File: src/rtl/esr_pkg.sv
// Shared constants for the ellipse span rasteriser.
`timescale 1ns / 1ps

package esr_pkg;

    // Default radius width
    localparam int RADIUS_BITS_DEF = 10;

    // Field widths of the streaming words
    localparam int COORD_W   = 16;
    localparam int RAD_IN_W  = 10;
    localparam int SIZE_W    = 8;
    localparam int RGB24_W   = 24;
    localparam int RGB565_W  = 16;
    localparam int IN_DATA_W  = 88;
    localparam int OUT_DATA_W = 72;
    localparam int OUT_USER_W = 2;

    // Walk phases
    localparam logic [1:0] PH_IDLE = 2'd0;
    localparam logic [1:0] PH_R1   = 2'd1;
    localparam logic [1:0] PH_R2   = 2'd2;
    localparam logic [1:0] PH_DONE = 2'd3;

    // Input kinds
    localparam logic MODE_START   = 1'b0;
    localparam logic MODE_ADVANCE = 1'b1;

    // Index of the last result per iteration
    localparam logic [1:0] LAST_IDX_SPAN   = 2'd1;
    localparam logic [1:0] LAST_IDX_SQUARE = 2'd3;

    // Decision update offsets
    localparam int STEP_FOUR = 4;
    localparam int STEP_SIX  = 6;

    // Colour packing to red5 green6 blue5
    function automatic logic [RGB565_W-1:0] to_rgb565(input logic [RGB24_W-1:0] c);
        to_rgb565 = {c[7:3], c[15:10], c[23:19]};
    endfunction

endpackage

File: src/rtl/ellipse_span_rasterizer_core.sv
// Midpoint ellipse walker: one iteration per step word, squares or spans out.
`timescale 1ns / 1ps

// A start word (tuser 0) latches centre, radii, fill flag, dot size and colour,
// then squares the radii and seeds the region 1 decision in set-up states ST1
// to ST4; input is held off meanwhile. Each step word (tuser 1) runs one
// iteration of the midpoint ellipse walk: the region test products (T1, T2),
// the compare, the results one per cycle unless the output stalls (two spans
// in fill mode, four squares in outline mode) and the decision update (U1 to
// U3), after which input is taken again. A step that crosses from region 1 to
// region 2 adds set-up (SW, SW2) and a second region test. Once the ellipse is
// finished every step returns one result with shape_done set and is then ready
// again; the step whose region 2 test fails returns it after its test. All
// products go through a single registered signed multiplier.
module ellipse_span_rasterizer_core #(
    parameter int RADIUS_BITS = esr_pkg::RADIUS_BITS_DEF
) (
    input  logic                            clk,
    input  logic                            rst_n,
    // Input words
    input  logic                            s_axis_tvalid,
    output logic                            s_axis_tready,
    // tdata, low bit up: center_x[15:0], center_y[31:16], radius_x[41:32],
    // radius_y[51:42], fill_enable[52], dot_size[60:53], color_rgb24[84:61], zero pad
    input  logic [esr_pkg::IN_DATA_W-1:0]   s_axis_tdata,
    // tuser: mode
    input  logic                            s_axis_tuser,
    // Result words
    output logic                            m_axis_tvalid,
    input  logic                            m_axis_tready,
    // tdata, low bit up: x_first[15:0], x_final[31:16], y_row[47:32],
    // thickness[55:48], color_rgb565[71:56]
    output logic [esr_pkg::OUT_DATA_W-1:0]  m_axis_tdata,
    // tuser, low bit up: is_span[0], shape_done[1]
    output logic [esr_pkg::OUT_USER_W-1:0]  m_axis_tuser,
    output logic                            m_axis_tlast
);

    localparam int WALK_W = RADIUS_BITS + 2;
    localparam int SQ_W   = 2 * RADIUS_BITS;
    localparam int MA_W   = SQ_W + 1;
    localparam int MB_W   = RADIUS_BITS + 5;
    localparam int PROD_W = MA_W + MB_W;
    localparam int DEC_W  = PROD_W + 2;
    localparam int CW     = esr_pkg::COORD_W;

    // Sequencer states
    localparam logic [3:0] S_IDLE = 4'd0;
    localparam logic [3:0] S_ST1  = 4'd1;
    localparam logic [3:0] S_ST2  = 4'd2;
    localparam logic [3:0] S_ST3  = 4'd3;
    localparam logic [3:0] S_ST4  = 4'd4;
    localparam logic [3:0] S_T1   = 4'd5;
    localparam logic [3:0] S_T2   = 4'd6;
    localparam logic [3:0] S_CMP  = 4'd7;
    localparam logic [3:0] S_EMIT = 4'd8;
    localparam logic [3:0] S_U1   = 4'd9;
    localparam logic [3:0] S_U2   = 4'd10;
    localparam logic [3:0] S_U3   = 4'd11;
    localparam logic [3:0] S_SW   = 4'd12;
    localparam logic [3:0] S_SW2  = 4'd13;
    localparam logic [3:0] S_FIN  = 4'd14;

    // Input fields
    logic [CW-1:0]                     in_center_x;
    logic [CW-1:0]                     in_center_y;
    logic [esr_pkg::RAD_IN_W-1:0]      in_radius_x;
    logic [esr_pkg::RAD_IN_W-1:0]      in_radius_y;
    logic                              in_fill;
    logic [esr_pkg::SIZE_W-1:0]        in_size;
    logic [esr_pkg::RGB24_W-1:0]       in_color;
    logic [RADIUS_BITS-1:0]            rx_in;
    logic [RADIUS_BITS-1:0]            ry_in;

    assign in_center_x = s_axis_tdata[15:0];
    assign in_center_y = s_axis_tdata[31:16];
    assign in_radius_x = s_axis_tdata[41:32];
    assign in_radius_y = s_axis_tdata[51:42];
    assign in_fill     = s_axis_tdata[52];
    assign in_size     = s_axis_tdata[60:53];
    assign in_color    = s_axis_tdata[84:61];
    assign rx_in       = RADIUS_BITS'(in_radius_x);
    assign ry_in       = RADIUS_BITS'(in_radius_y);

    // State
    logic [3:0]                   state_reg, state_next;
    logic [1:0]                   phase_reg, phase_next;
    logic signed [WALK_W-1:0]     walk_x_reg, walk_x_next;
    logic signed [WALK_W-1:0]     walk_y_reg, walk_y_next;
    logic signed [DEC_W-1:0]      dec_reg, dec_next;
    logic [SQ_W-1:0]              rx_sq_reg, rx_sq_next;
    logic [SQ_W-1:0]              ry_sq_reg, ry_sq_next;
    logic [RADIUS_BITS-1:0]       srx_reg, srx_next;
    logic [CW-1:0]                scx_reg, scx_next;
    logic [CW-1:0]                scy_reg, scy_next;
    logic                         sfill_reg, sfill_next;
    logic [esr_pkg::SIZE_W-1:0]   ssize_reg, ssize_next;
    logic [esr_pkg::RGB565_W-1:0] scolor_reg, scolor_next;
    logic [1:0]                   idx_reg, idx_next;
    logic signed [PROD_W-1:0]     prod_reg;
    logic signed [PROD_W-1:0]     hold_reg, hold_next;

    // Output register
    logic                             ovalid_reg, ovalid_next;
    logic [esr_pkg::OUT_DATA_W-1:0]   odata_reg, odata_next;
    logic [esr_pkg::OUT_USER_W-1:0]   ouser_reg, ouser_next;
    logic                             olast_reg, olast_next;

    logic in_acc;
    logic out_free;

    assign s_axis_tready = (state_reg == S_IDLE);
    assign in_acc        = s_axis_tvalid && s_axis_tready;
    assign out_free      = !ovalid_reg || m_axis_tready;

    assign m_axis_tvalid = ovalid_reg;
    assign m_axis_tdata  = odata_reg;
    assign m_axis_tuser  = ouser_reg;
    assign m_axis_tlast  = olast_reg;

    // Region roles: u walks up, v walks down
    logic signed [WALK_W-1:0] u_w, v_w;
    logic [SQ_W-1:0]          su, sv;
    logic in_r1;

    assign in_r1 = (phase_reg == esr_pkg::PH_R1);
    assign u_w   = in_r1 ? walk_x_reg : walk_y_reg;
    assign v_w   = in_r1 ? walk_y_reg : walk_x_reg;
    assign su    = in_r1 ? ry_sq_reg : rx_sq_reg;
    assign sv    = in_r1 ? rx_sq_reg : ry_sq_reg;

    // Shared multiplier operands
    logic signed [MB_W-1:0] u_b, v_b, wy_b, srx_b;
    logic signed [MA_W-1:0] mul_a;
    logic signed [MB_W-1:0] mul_b;

    assign u_b   = MB_W'(u_w);
    assign v_b   = MB_W'(v_w);
    assign wy_b  = MB_W'(walk_y_reg);
    assign srx_b = signed'(MB_W'(srx_reg));

    always_comb
    begin
        mul_a = '0;
        mul_b = '0;
        case (state_reg)
            S_ST1:
            begin
                mul_a = signed'(MA_W'(srx_reg));
                mul_b = srx_b;
            end
            S_ST2:
            begin
                mul_a = MA_W'(walk_y_reg);
                mul_b = wy_b;
            end
            S_ST3:
            begin
                mul_a = signed'(MA_W'(rx_sq_reg));
                mul_b = MB_W'(1) - (wy_b <<< 1);
            end
            S_T1:
            begin
                mul_a = signed'(MA_W'(su));
                mul_b = u_b;
            end
            S_T2:
            begin
                mul_a = signed'(MA_W'(sv));
                mul_b = v_b;
            end
            S_U1:
            begin
                mul_a = signed'(MA_W'(sv));
                mul_b = MB_W'(esr_pkg::STEP_FOUR) - (v_b <<< 2);
            end
            S_U2:
            begin
                mul_a = signed'(MA_W'(su));
                mul_b = (u_b <<< 2) + MB_W'(esr_pkg::STEP_SIX);
            end
            S_SW:
            begin
                mul_a = signed'(MA_W'(ry_sq_reg));
                mul_b = MB_W'(1) - (srx_b <<< 1);
            end
            default:
            begin
                mul_a = '0;
                mul_b = '0;
            end
        endcase
    end

    // Product register
    always_ff @(posedge clk)
    begin
        prod_reg <= PROD_W'(mul_a * mul_b);
        hold_reg <= hold_next;
    end

    // Region test and decision helpers
    logic test_pass;
    logic signed [DEC_W-1:0] prod_ext;

    assign test_pass = !v_w[WALK_W-1] && (hold_reg <= prod_reg);
    assign prod_ext  = DEC_W'(prod_reg);

    // Result fields for the current index
    logic [CW-1:0] wx16, wy16;
    logic [CW-1:0] xa, xb, yr;
    logic [1:0]    last_idx;

    assign wx16     = CW'(walk_x_reg);
    assign wy16     = CW'(walk_y_reg);
    assign last_idx = sfill_reg ? esr_pkg::LAST_IDX_SPAN : esr_pkg::LAST_IDX_SQUARE;

    always_comb
    begin
        if (sfill_reg)
        begin
            xa = scx_reg - wx16;
            xb = scx_reg + wx16 + CW'(1) - CW'(ssize_reg);
            yr = idx_reg[0] ? (scy_reg + wy16) : (scy_reg - wy16);
        end
        else
        begin
            xa = idx_reg[0] ? (scx_reg - wx16) : (scx_reg + wx16);
            xb = xa;
            yr = idx_reg[1] ? (scy_reg - wy16) : (scy_reg + wy16);
        end
    end

    // Sequencer
    always_comb
    begin
        state_next  = state_reg;
        phase_next  = phase_reg;
        walk_x_next = walk_x_reg;
        walk_y_next = walk_y_reg;
        dec_next    = dec_reg;
        rx_sq_next  = rx_sq_reg;
        ry_sq_next  = ry_sq_reg;
        srx_next    = srx_reg;
        scx_next    = scx_reg;
        scy_next    = scy_reg;
        sfill_next  = sfill_reg;
        ssize_next  = ssize_reg;
        scolor_next = scolor_reg;
        idx_next    = idx_reg;
        hold_next   = hold_reg;
        ovalid_next = ovalid_reg && !m_axis_tready;
        odata_next  = odata_reg;
        ouser_next  = ouser_reg;
        olast_next  = olast_reg;

        case (state_reg)
            S_IDLE:
            begin
                if (in_acc)
                begin
                    if (s_axis_tuser == esr_pkg::MODE_START)
                    begin
                        scx_next    = in_center_x;
                        scy_next    = in_center_y;
                        sfill_next  = in_fill;
                        ssize_next  = in_size;
                        scolor_next = esr_pkg::to_rgb565(in_color);
                        srx_next    = rx_in;
                        walk_x_next = '0;
                        walk_y_next = signed'(WALK_W'(ry_in));
                        state_next  = S_ST1;
                    end
                    else if (phase_reg == esr_pkg::PH_R1 || phase_reg == esr_pkg::PH_R2)
                    begin
                        state_next = S_T1;
                    end
                    else
                    begin
                        state_next = S_FIN;
                    end
                end
            end
            // Set-up: squares and region 1 seed
            S_ST1: state_next = S_ST2;
            S_ST2:
            begin
                rx_sq_next = SQ_W'(prod_reg);
                state_next = S_ST3;
            end
            S_ST3:
            begin
                ry_sq_next = SQ_W'(prod_reg);
                state_next = S_ST4;
            end
            S_ST4:
            begin
                dec_next   = (DEC_W'(ry_sq_reg) <<< 1) + prod_ext;
                phase_next = esr_pkg::PH_R1;
                state_next = S_IDLE;
            end
            // Region test
            S_T1: state_next = S_T2;
            S_T2:
            begin
                hold_next  = prod_reg;
                state_next = S_CMP;
            end
            S_CMP:
            begin
                idx_next = '0;
                if (test_pass)
                begin
                    state_next = S_EMIT;
                end
                else if (in_r1)
                begin
                    state_next = S_SW;
                end
                else
                begin
                    phase_next = esr_pkg::PH_DONE;
                    state_next = S_FIN;
                end
            end
            // Results of this iteration
            S_EMIT:
            begin
                if (out_free)
                begin
                    ovalid_next = 1'b1;
                    odata_next  = {scolor_reg, ssize_reg, yr, xb, xa};
                    ouser_next  = {1'b0, sfill_reg};
                    olast_next  = (idx_reg == last_idx);
                    if (idx_reg == last_idx)
                    begin
                        state_next = S_U1;
                    end
                    else
                    begin
                        idx_next = idx_reg + 2'd1;
                    end
                end
            end
            // Decision update
            S_U1: state_next = S_U2;
            S_U2:
            begin
                if (!dec_reg[DEC_W-1])
                begin
                    dec_next = dec_reg + prod_ext;
                    if (in_r1)
                    begin
                        walk_y_next = walk_y_reg - WALK_W'(1);
                    end
                    else
                    begin
                        walk_x_next = walk_x_reg - WALK_W'(1);
                    end
                end
                state_next = S_U3;
            end
            S_U3:
            begin
                dec_next = dec_reg + prod_ext;
                if (in_r1)
                begin
                    walk_x_next = walk_x_reg + WALK_W'(1);
                end
                else
                begin
                    walk_y_next = walk_y_reg + WALK_W'(1);
                end
                state_next = S_IDLE;
            end
            // Switch to region 2
            S_SW:
            begin
                walk_x_next = signed'(WALK_W'(srx_reg));
                walk_y_next = '0;
                state_next  = S_SW2;
            end
            S_SW2:
            begin
                dec_next   = (DEC_W'(rx_sq_reg) <<< 1) + prod_ext;
                phase_next = esr_pkg::PH_R2;
                state_next = S_T1;
            end
            // Completion word
            S_FIN:
            begin
                if (out_free)
                begin
                    ovalid_next = 1'b1;
                    odata_next  = {scolor_reg, ssize_reg, {(3 * CW){1'b0}}};
                    ouser_next  = 2'b10;
                    olast_next  = 1'b1;
                    phase_next  = esr_pkg::PH_DONE;
                    state_next  = S_IDLE;
                end
            end
            default: state_next = S_IDLE;
        endcase
    end

    // Registers
    always_ff @(posedge clk or negedge rst_n)
    begin
        if (!rst_n)
        begin
            state_reg  <= S_IDLE;
            phase_reg  <= esr_pkg::PH_IDLE;
            walk_x_reg <= '0;
            walk_y_reg <= '0;
            dec_reg    <= '0;
            rx_sq_reg  <= '0;
            ry_sq_reg  <= '0;
            srx_reg    <= '0;
            scx_reg    <= '0;
            scy_reg    <= '0;
            sfill_reg  <= 1'b0;
            ssize_reg  <= esr_pkg::SIZE_W'(1);
            scolor_reg <= '0;
            idx_reg    <= '0;
            ovalid_reg <= 1'b0;
        end
        else
        begin
            state_reg  <= state_next;
            phase_reg  <= phase_next;
            walk_x_reg <= walk_x_next;
            walk_y_reg <= walk_y_next;
            dec_reg    <= dec_next;
            rx_sq_reg  <= rx_sq_next;
            ry_sq_reg  <= ry_sq_next;
            srx_reg    <= srx_next;
            scx_reg    <= scx_next;
            scy_reg    <= scy_next;
            sfill_reg  <= sfill_next;
            ssize_reg  <= ssize_next;
            scolor_reg <= scolor_next;
            idx_reg    <= idx_next;
            ovalid_reg <= ovalid_next;
        end
    end

    always_ff @(posedge clk)
    begin
        odata_reg <= odata_next;
        ouser_reg <= ouser_next;
        olast_reg <= olast_next;
    end

    // Checks
    a_done_is_last: assert property (@(posedge clk) disable iff (!rst_n)
        (m_axis_tvalid && m_axis_tuser[1]) |-> (m_axis_tlast && !m_axis_tuser[0]))
        else $error("completion word without tlast or with span flag");

    a_start_setup: assert property (@(posedge clk) disable iff (!rst_n)
        (in_acc && s_axis_tuser == esr_pkg::MODE_START) |=> (state_reg == S_ST1))
        else $error("start word did not enter set-up");

    a_idx_range: assert property (@(posedge clk) disable iff (!rst_n)
        (state_reg == S_EMIT) |-> (idx_reg <= last_idx))
        else $error("result index beyond run length");

    a_r2_fail_done: assert property (@(posedge clk) disable iff (!rst_n)
        (state_reg == S_CMP && !test_pass && phase_reg == esr_pkg::PH_R2)
        |=> (phase_reg == esr_pkg::PH_DONE && state_reg == S_FIN))
        else $error("region 2 exit did not finish the ellipse");

endmodule

File: config.mk
export PLATFORM = sky130hd
export DESIGN_NAME = ellipse_span_rasterizer_core
export DESIGN_NICKNAME = d
export VERILOG_FILES = /design/src/rtl/esr_pkg.sv /design/src/rtl/ellipse_span_rasterizer_core.sv
export SDC_FILE = /design/constraint.sdc
export NUM_CORES = 2
export LEC_CHECK = 0
export ABC_AREA = 1
export BUFFER_PORTS_ARGS = -buffer_cell sky130_fd_sc_hd__buf_2
export CAP_MARGIN = 20
export CORE_ASPECT_RATIO = 0.75
export CORE_MARGIN = 2
export CORE_UTILIZATION = 50
export DETAILED_ROUTE_END_ITERATION = 10
export HOLD_SLACK_MARGIN = 0.08
export PLACE_DENSITY = 0.65
export SKIP_LAST_GASP = 1
export SYNTH_ARGS = -nofsm -noshare
export SYNTH_HDL_FRONTEND = slang
export SYNTH_SLANG_ARGS = --single-unit
File: constraint.sdc
create_clock -name clk -period 20.3 [get_ports clk]
set_clock_uncertainty 0.05 [all_clocks]
set_input_delay 2.03 -clock clk [delete_from_list [all_inputs] [get_ports clk]]
set_output_delay 2.03 -clock clk [all_outputs]
set_load 0.02 [all_outputs]
Word-level counts from Yosys, hierarchy flattened
Cells that the tools add are included.

Register bits: 325. Bits in latches: 0. RAM bits: 0. Bits in read-only memories: 0. Input bits: 93. Output and inout port bits: 77. Word-level logic and storage cells: 151. Memories: 0.

Add/subtract/negate cells: 18. Multipliers: 1. Divide/modulo/power cells: 0. $lt $le $gt $ge: 1. Equal/unequal tests: 30. Shift-type cells: 0. Muxes and demuxes: 54. Bitwise gates (word level): 1. Reduce and logical (&&, ||, !) cells: 25.

Operators by type and width (count): $pmux W38 S4 (1); $mux W12 (12); $mux W72 (2); $pmux W72 S2 (1); $pmux W21 S6 (1); $pmux W15 S8 (1); $mux W16 (6); $pmux W12 S4 (2); $add A22 B36 Y37 (2); $pmux W4 S13 (1); $mux W20 (2); $add A38 B36 Y38 (1); $mux W38 (1); $le A36 B36 Y1 (1); $mul A21 B15 Y36 (1); $add A16 B16 Y16 (2); $sub A16 B16 Y16 (2); $eq A4 B4 Y1 const B (7); $add A12 B2 Y12 const B (2); $mux W4 (6); $ne A2 B2 Y1 const B (12); $sub A12 B2 Y12 const B (2); $mux W2 (9); $add A16 B1 Y16 const B (1); 30 further kinds (52).

Depth between registers and ports, before layout
Depth in word-level cells: 6. Gate-level depth with buffers: 42. Gate-level depth less buffers: 39.

Least setup slack after synthesis
Ideal clock, no wire load.

Path kind: register -> register. Start point: register state_reg[1]. End point: register prod_reg[35]. Setup time: 0.123 ns. Arrival: 6.973 ns. Data required time: 20.127 ns. Path slack: 13.153 ns. Stages on the path, launching flop included: 29. Buffers on the path: 1. Period minus slack after synthesis: 7.147 ns. Cell sequence: dfrtp_1 -> inv_2 -> nor2_2 -> inv_1 -> nor2_1 -> buf_2 -> a21oi_1 -> nand4_1 -> inv_1 -> nor2_1 -> inv_1 -> fa_1 -> inv_1 -> fa_1 -> inv_1 -> fa_1 -> inv_1 -> fa_1 -> fa_1 -> inv_1 -> fa_1 -> inv_1 -> ha_1 -> nand2_1 -> nor4_1 -> nand3_1 -> nand3_1 -> a21oi_1 -> xor2_1.

Word-level cells in the longest chain between the ends: 4. Elaborated cells between the ends (all ways): 13. Those cells by class: 1 x mul; 8 x eq/ne; 2 x mux; 2 x reduce/logical.

Ends and longest elaborated chain: from (decl) (RTL line ellipse_span_rasterizer_core.sv:86) `logic [3:0] state_reg, state_next;`; from (signal assigned) (RTL line ellipse_span_rasterizer_core.sv:429) `state_reg <= state_next;`; $eq A4 B4 Y1 or $eq A4 B3 Y1 (tied branches) (RTL line ellipse_span_rasterizer_core.sv:146) `case (state_reg)`; $reduce_or A2 Y1 (no source line); $pmux W21 S6 (RTL line ellipse_span_rasterizer_core.sv:146); $mul A21 B15 Y36 * (RTL line ellipse_span_rasterizer_core.sv:198) `prod_reg <= PROD_W'(mul_a * mul_b);`; to (signal assigned) (RTL line ellipse_span_rasterizer_core.sv:198); to (decl) (RTL line ellipse_span_rasterizer_core.sv:100) `logic signed [PROD_W-1:0] prod_reg;`.

Mark *: on every way between the ends. The rest lies on a longest branch, timed or not. A chain may end at the register's enable or synchronous reset.

Worst setup path in the final report
Start point: register phase_reg[1]. End point: register prod_reg[34].

Word-level cells in the longest chain between the ends: 5. Elaborated cells between the ends (all ways): 10. Those cells by class: 2 x add/sub; 1 x mul; 1 x eq/ne; 6 x mux.

Ends and longest elaborated chain: from (decl) (RTL line ellipse_span_rasterizer_core.sv:87) `logic [1:0] phase_reg, phase_next;`; from (signal assigned) (RTL line ellipse_span_rasterizer_core.sv:412) `phase_reg <= esr_pkg::PH_IDLE;`; from (signal assigned) (RTL line ellipse_span_rasterizer_core.sv:430) `phase_reg <= phase_next;`; $eq A2 B1 Y1 * (RTL line ellipse_span_rasterizer_core.sv:126) `assign in_r1 = (phase_reg == esr_pkg::PH_R1);`; $mux W12 (on tied branches) (RTL line ellipse_span_rasterizer_core.sv:127, ellipse_span_rasterizer_core.sv:128); $add A14 B4 Y15 or $sub A4 B14 Y15 (tied branches) (RTL line ellipse_span_rasterizer_core.sv:180, ellipse_span_rasterizer_core.sv:175); $pmux W15 S8 (RTL line ellipse_span_rasterizer_core.sv:146); $mul A21 B15 Y36 * (RTL line ellipse_span_rasterizer_core.sv:198).

Marks and branches as above.

==> metrics.txt <==
Post-CTS Resized=0; Largest register FFs=72; Synth Cell Area=0.0367 mm^2; Synth Register Bits=325; Final setup violation count=0; cell with the most instances after synthesis=nand2_1; yosys warns=0; initial core utilization=50.8%; Unique masters post-synth=63; final hold vios=0; final clock period utilization by the worst path=45.6%; initial antenna violation count=2; status=finished clean; Synth top cells by count=1092 x nand2_1, 809 x inv_1, 398 x a21oi_1, 376 x nor2_1, 315 x ha_1; prevailing post-synth register cell=dfrtp_1; Detailed Place HPWL=95.3 mm; total vias in the final route=33317; critical path class=reg -> reg; CTS H-Tree Depth=2; Worst Hold Class=reg -> reg; Clock Latency Late Sink=0.58 ns; Total Nets Final=5661; cell mode on critical path=inv_1; EDFF count, synth=111; area delta synth->final=8.35%; DRT Pass-1 Iters=6; first-pass GRT wire length=183 mm; cell row count=85; Post-CTS Setup Bufs=0; register area share after synthesis=23.2%; clock tree buffer depth=3; Mean Syn Cell Area=7.58 um^2; TNS Setup=0 ns; wire length per cell=19.8 um; CP delay by family, top=adder cells; Clock transition at path regs=0.06 ns; CTS buffer count=37; Worst Tran Pin Value=1.30 ns; Routed WL=117 mm; Gate Count Post-Synth=4837; Remaining Overflow, GRT=0; Detail Route Antenna Nets=0; Synthesized Nets=5555; largest net degree at the start of global routing=91; Avg Vias per Cell=5.62; Synth top area share=16.9%; # fillers=6984; minimum clock period=9.25 ns; core area=0.0722 mm^2; f_max=108 MHz; Rel. slew slack=13.6%; number of global-route vias before repair=31638; CTS tree=yes; worst-path fanout max=27; dominant cell type by area after synthesis=fa_1; ratio of cells with drive above 1 in the final layout=8.02%; IO Pins=170; hold-fix buffers at CTS=0; Critical Path Start Type=flip-flop; slowest stage delay, CP=0.91 ns; Area contributors post-synth=fa_1 17%, dfrtp_1 12%, nand2_1 11%, ha_1 11%, edfxtp_1 9.1%; Max Slew Vio Count=0; Max Cap Viol=0; RD Place Congestion=0.969; Initial DRC Count=3019; die area=0.0756 mm^2; Async SR Flop Fraction=54.8%; # port buffers=158; unrepaired setup endpoints after global routing=no; Die Y=239 um; Worst Setup End Kind=flip-flop; chip width=317 um; GRT Util Overall=31.3%; CP Data Required Time=20.72 ns; number of remaining DRC errors=0; CP bufs+invs=7; WP data arrival=9.67 ns; CTS root buf=clkbuf_16; CP max stage cell=nor4_1; number of clock sinks=325
## metal layers
metal | up-vias | GRT usage (%) | part of all wire, %
li1 | 15908 | - | -
met1 | 15934 | 49.7 | 49
met2 | 1340 | 44.3 | 40
met3 | 135 | 5.66 | 9.0
met4 | 0 | 5.82 | 1.7
met5 | - | 0 | 0
## final timing paths
kind                            cells after the start          endpoint  slack [ns]          start
max in group asynchronous                           2       dec_reg[33]       17.40          rst_n
worst max-delay path                               29      prod_reg[34]       11.05   phase_reg[1]
worst min-delay path                                0  m_axis_tdata[58]        0.39  scolor_reg[2]
min in group asynchronous                           1       scy_reg[12]        1.47          rst_n
worst min register to register                      0  m_axis_tdata[58]        0.39  scolor_reg[2]
worst max register to register                     29      prod_reg[34]       11.05   phase_reg[1]
## metrics by stage
stage / std cells / hold slack [ns] / cell area (um^2) / utilization, % / setup WS [ns]
after floorplan: 4837 / 0.369 / 36700 / - / 13.15
after global placement: 5860 / 0.372 / 38300 / 53.1 / 11.30
after detailed placement: 5861 / 0.377 / 38300 / 53.1 / 11.19
after CTS: 5929 / 0.392 / 39700 / 55.0 / 11.17
after global routing: 5930 / 0.398 / 39700 / 55.0 / 10.50
final: 5930 / 0.390 / 39700 / 55.0 / 11.05
## logic make-up after synthesis
family	Yosys count	synth area share, %
muxes	44	1.35
DFF	325	23.2
adders and majority gates	625	27.7
AOI/OAI and AO/OA	890	13.8
and+or+nand+nor	1907	21.7
buffers and inverters	959	10.2
xor gates and xnor gates	87	2.08
## worst reg2reg max path, delay by kind of cell (launching register included)
| family | cells | cell delay, ns |
|---|---|---|
| AOI/OAI and AO/OA | 4 | 1.08 |
| xor gates and xnor gates | 1 | 0.15 |
| adders and majority gates | 9 | 4.40 |
| buffers and inverters | 7 | 1.18 |
| DFF | 1 | 0.38 |
| and+or+nand+nor | 8 | 1.95 |
## placed cells by master (no fill, tap or decap), drive strengths merged, types with 17 or more instances in the layout
cell	n
a21o	22
a21oi	400
a221oi	23
buf	188
clkbuf	53
dfrtp	177
dfxtp	36
edfxtp	111
fa	310
ha	315
inv	830
mux2	44
nand2	1096
nand3	263
nand3b	18
nand4	40
nor2	394
nor3	44
o211ai	17
o21ai	296
o22ai	23
or2	32
xnor2	28
xor2	59
## layout make-up
class	instances	area, um^2	area share, %
Antenna cell	1	2.50	0.00630
Clock buffer	52	1090	2.75
Clock inverter	16	295	0.743
Inverter	837	3140	7.91
Multi-Input combinational cell	3553	24500	61.5
Sequential cell	325	8510	21.4
Tap cell	957	1200	3.01
Timing Repair Buffer	189	1040	2.62
Power is not shown: default switching activity piles up to over one toggle a cycle in this logic, so the estimate is an artifact.
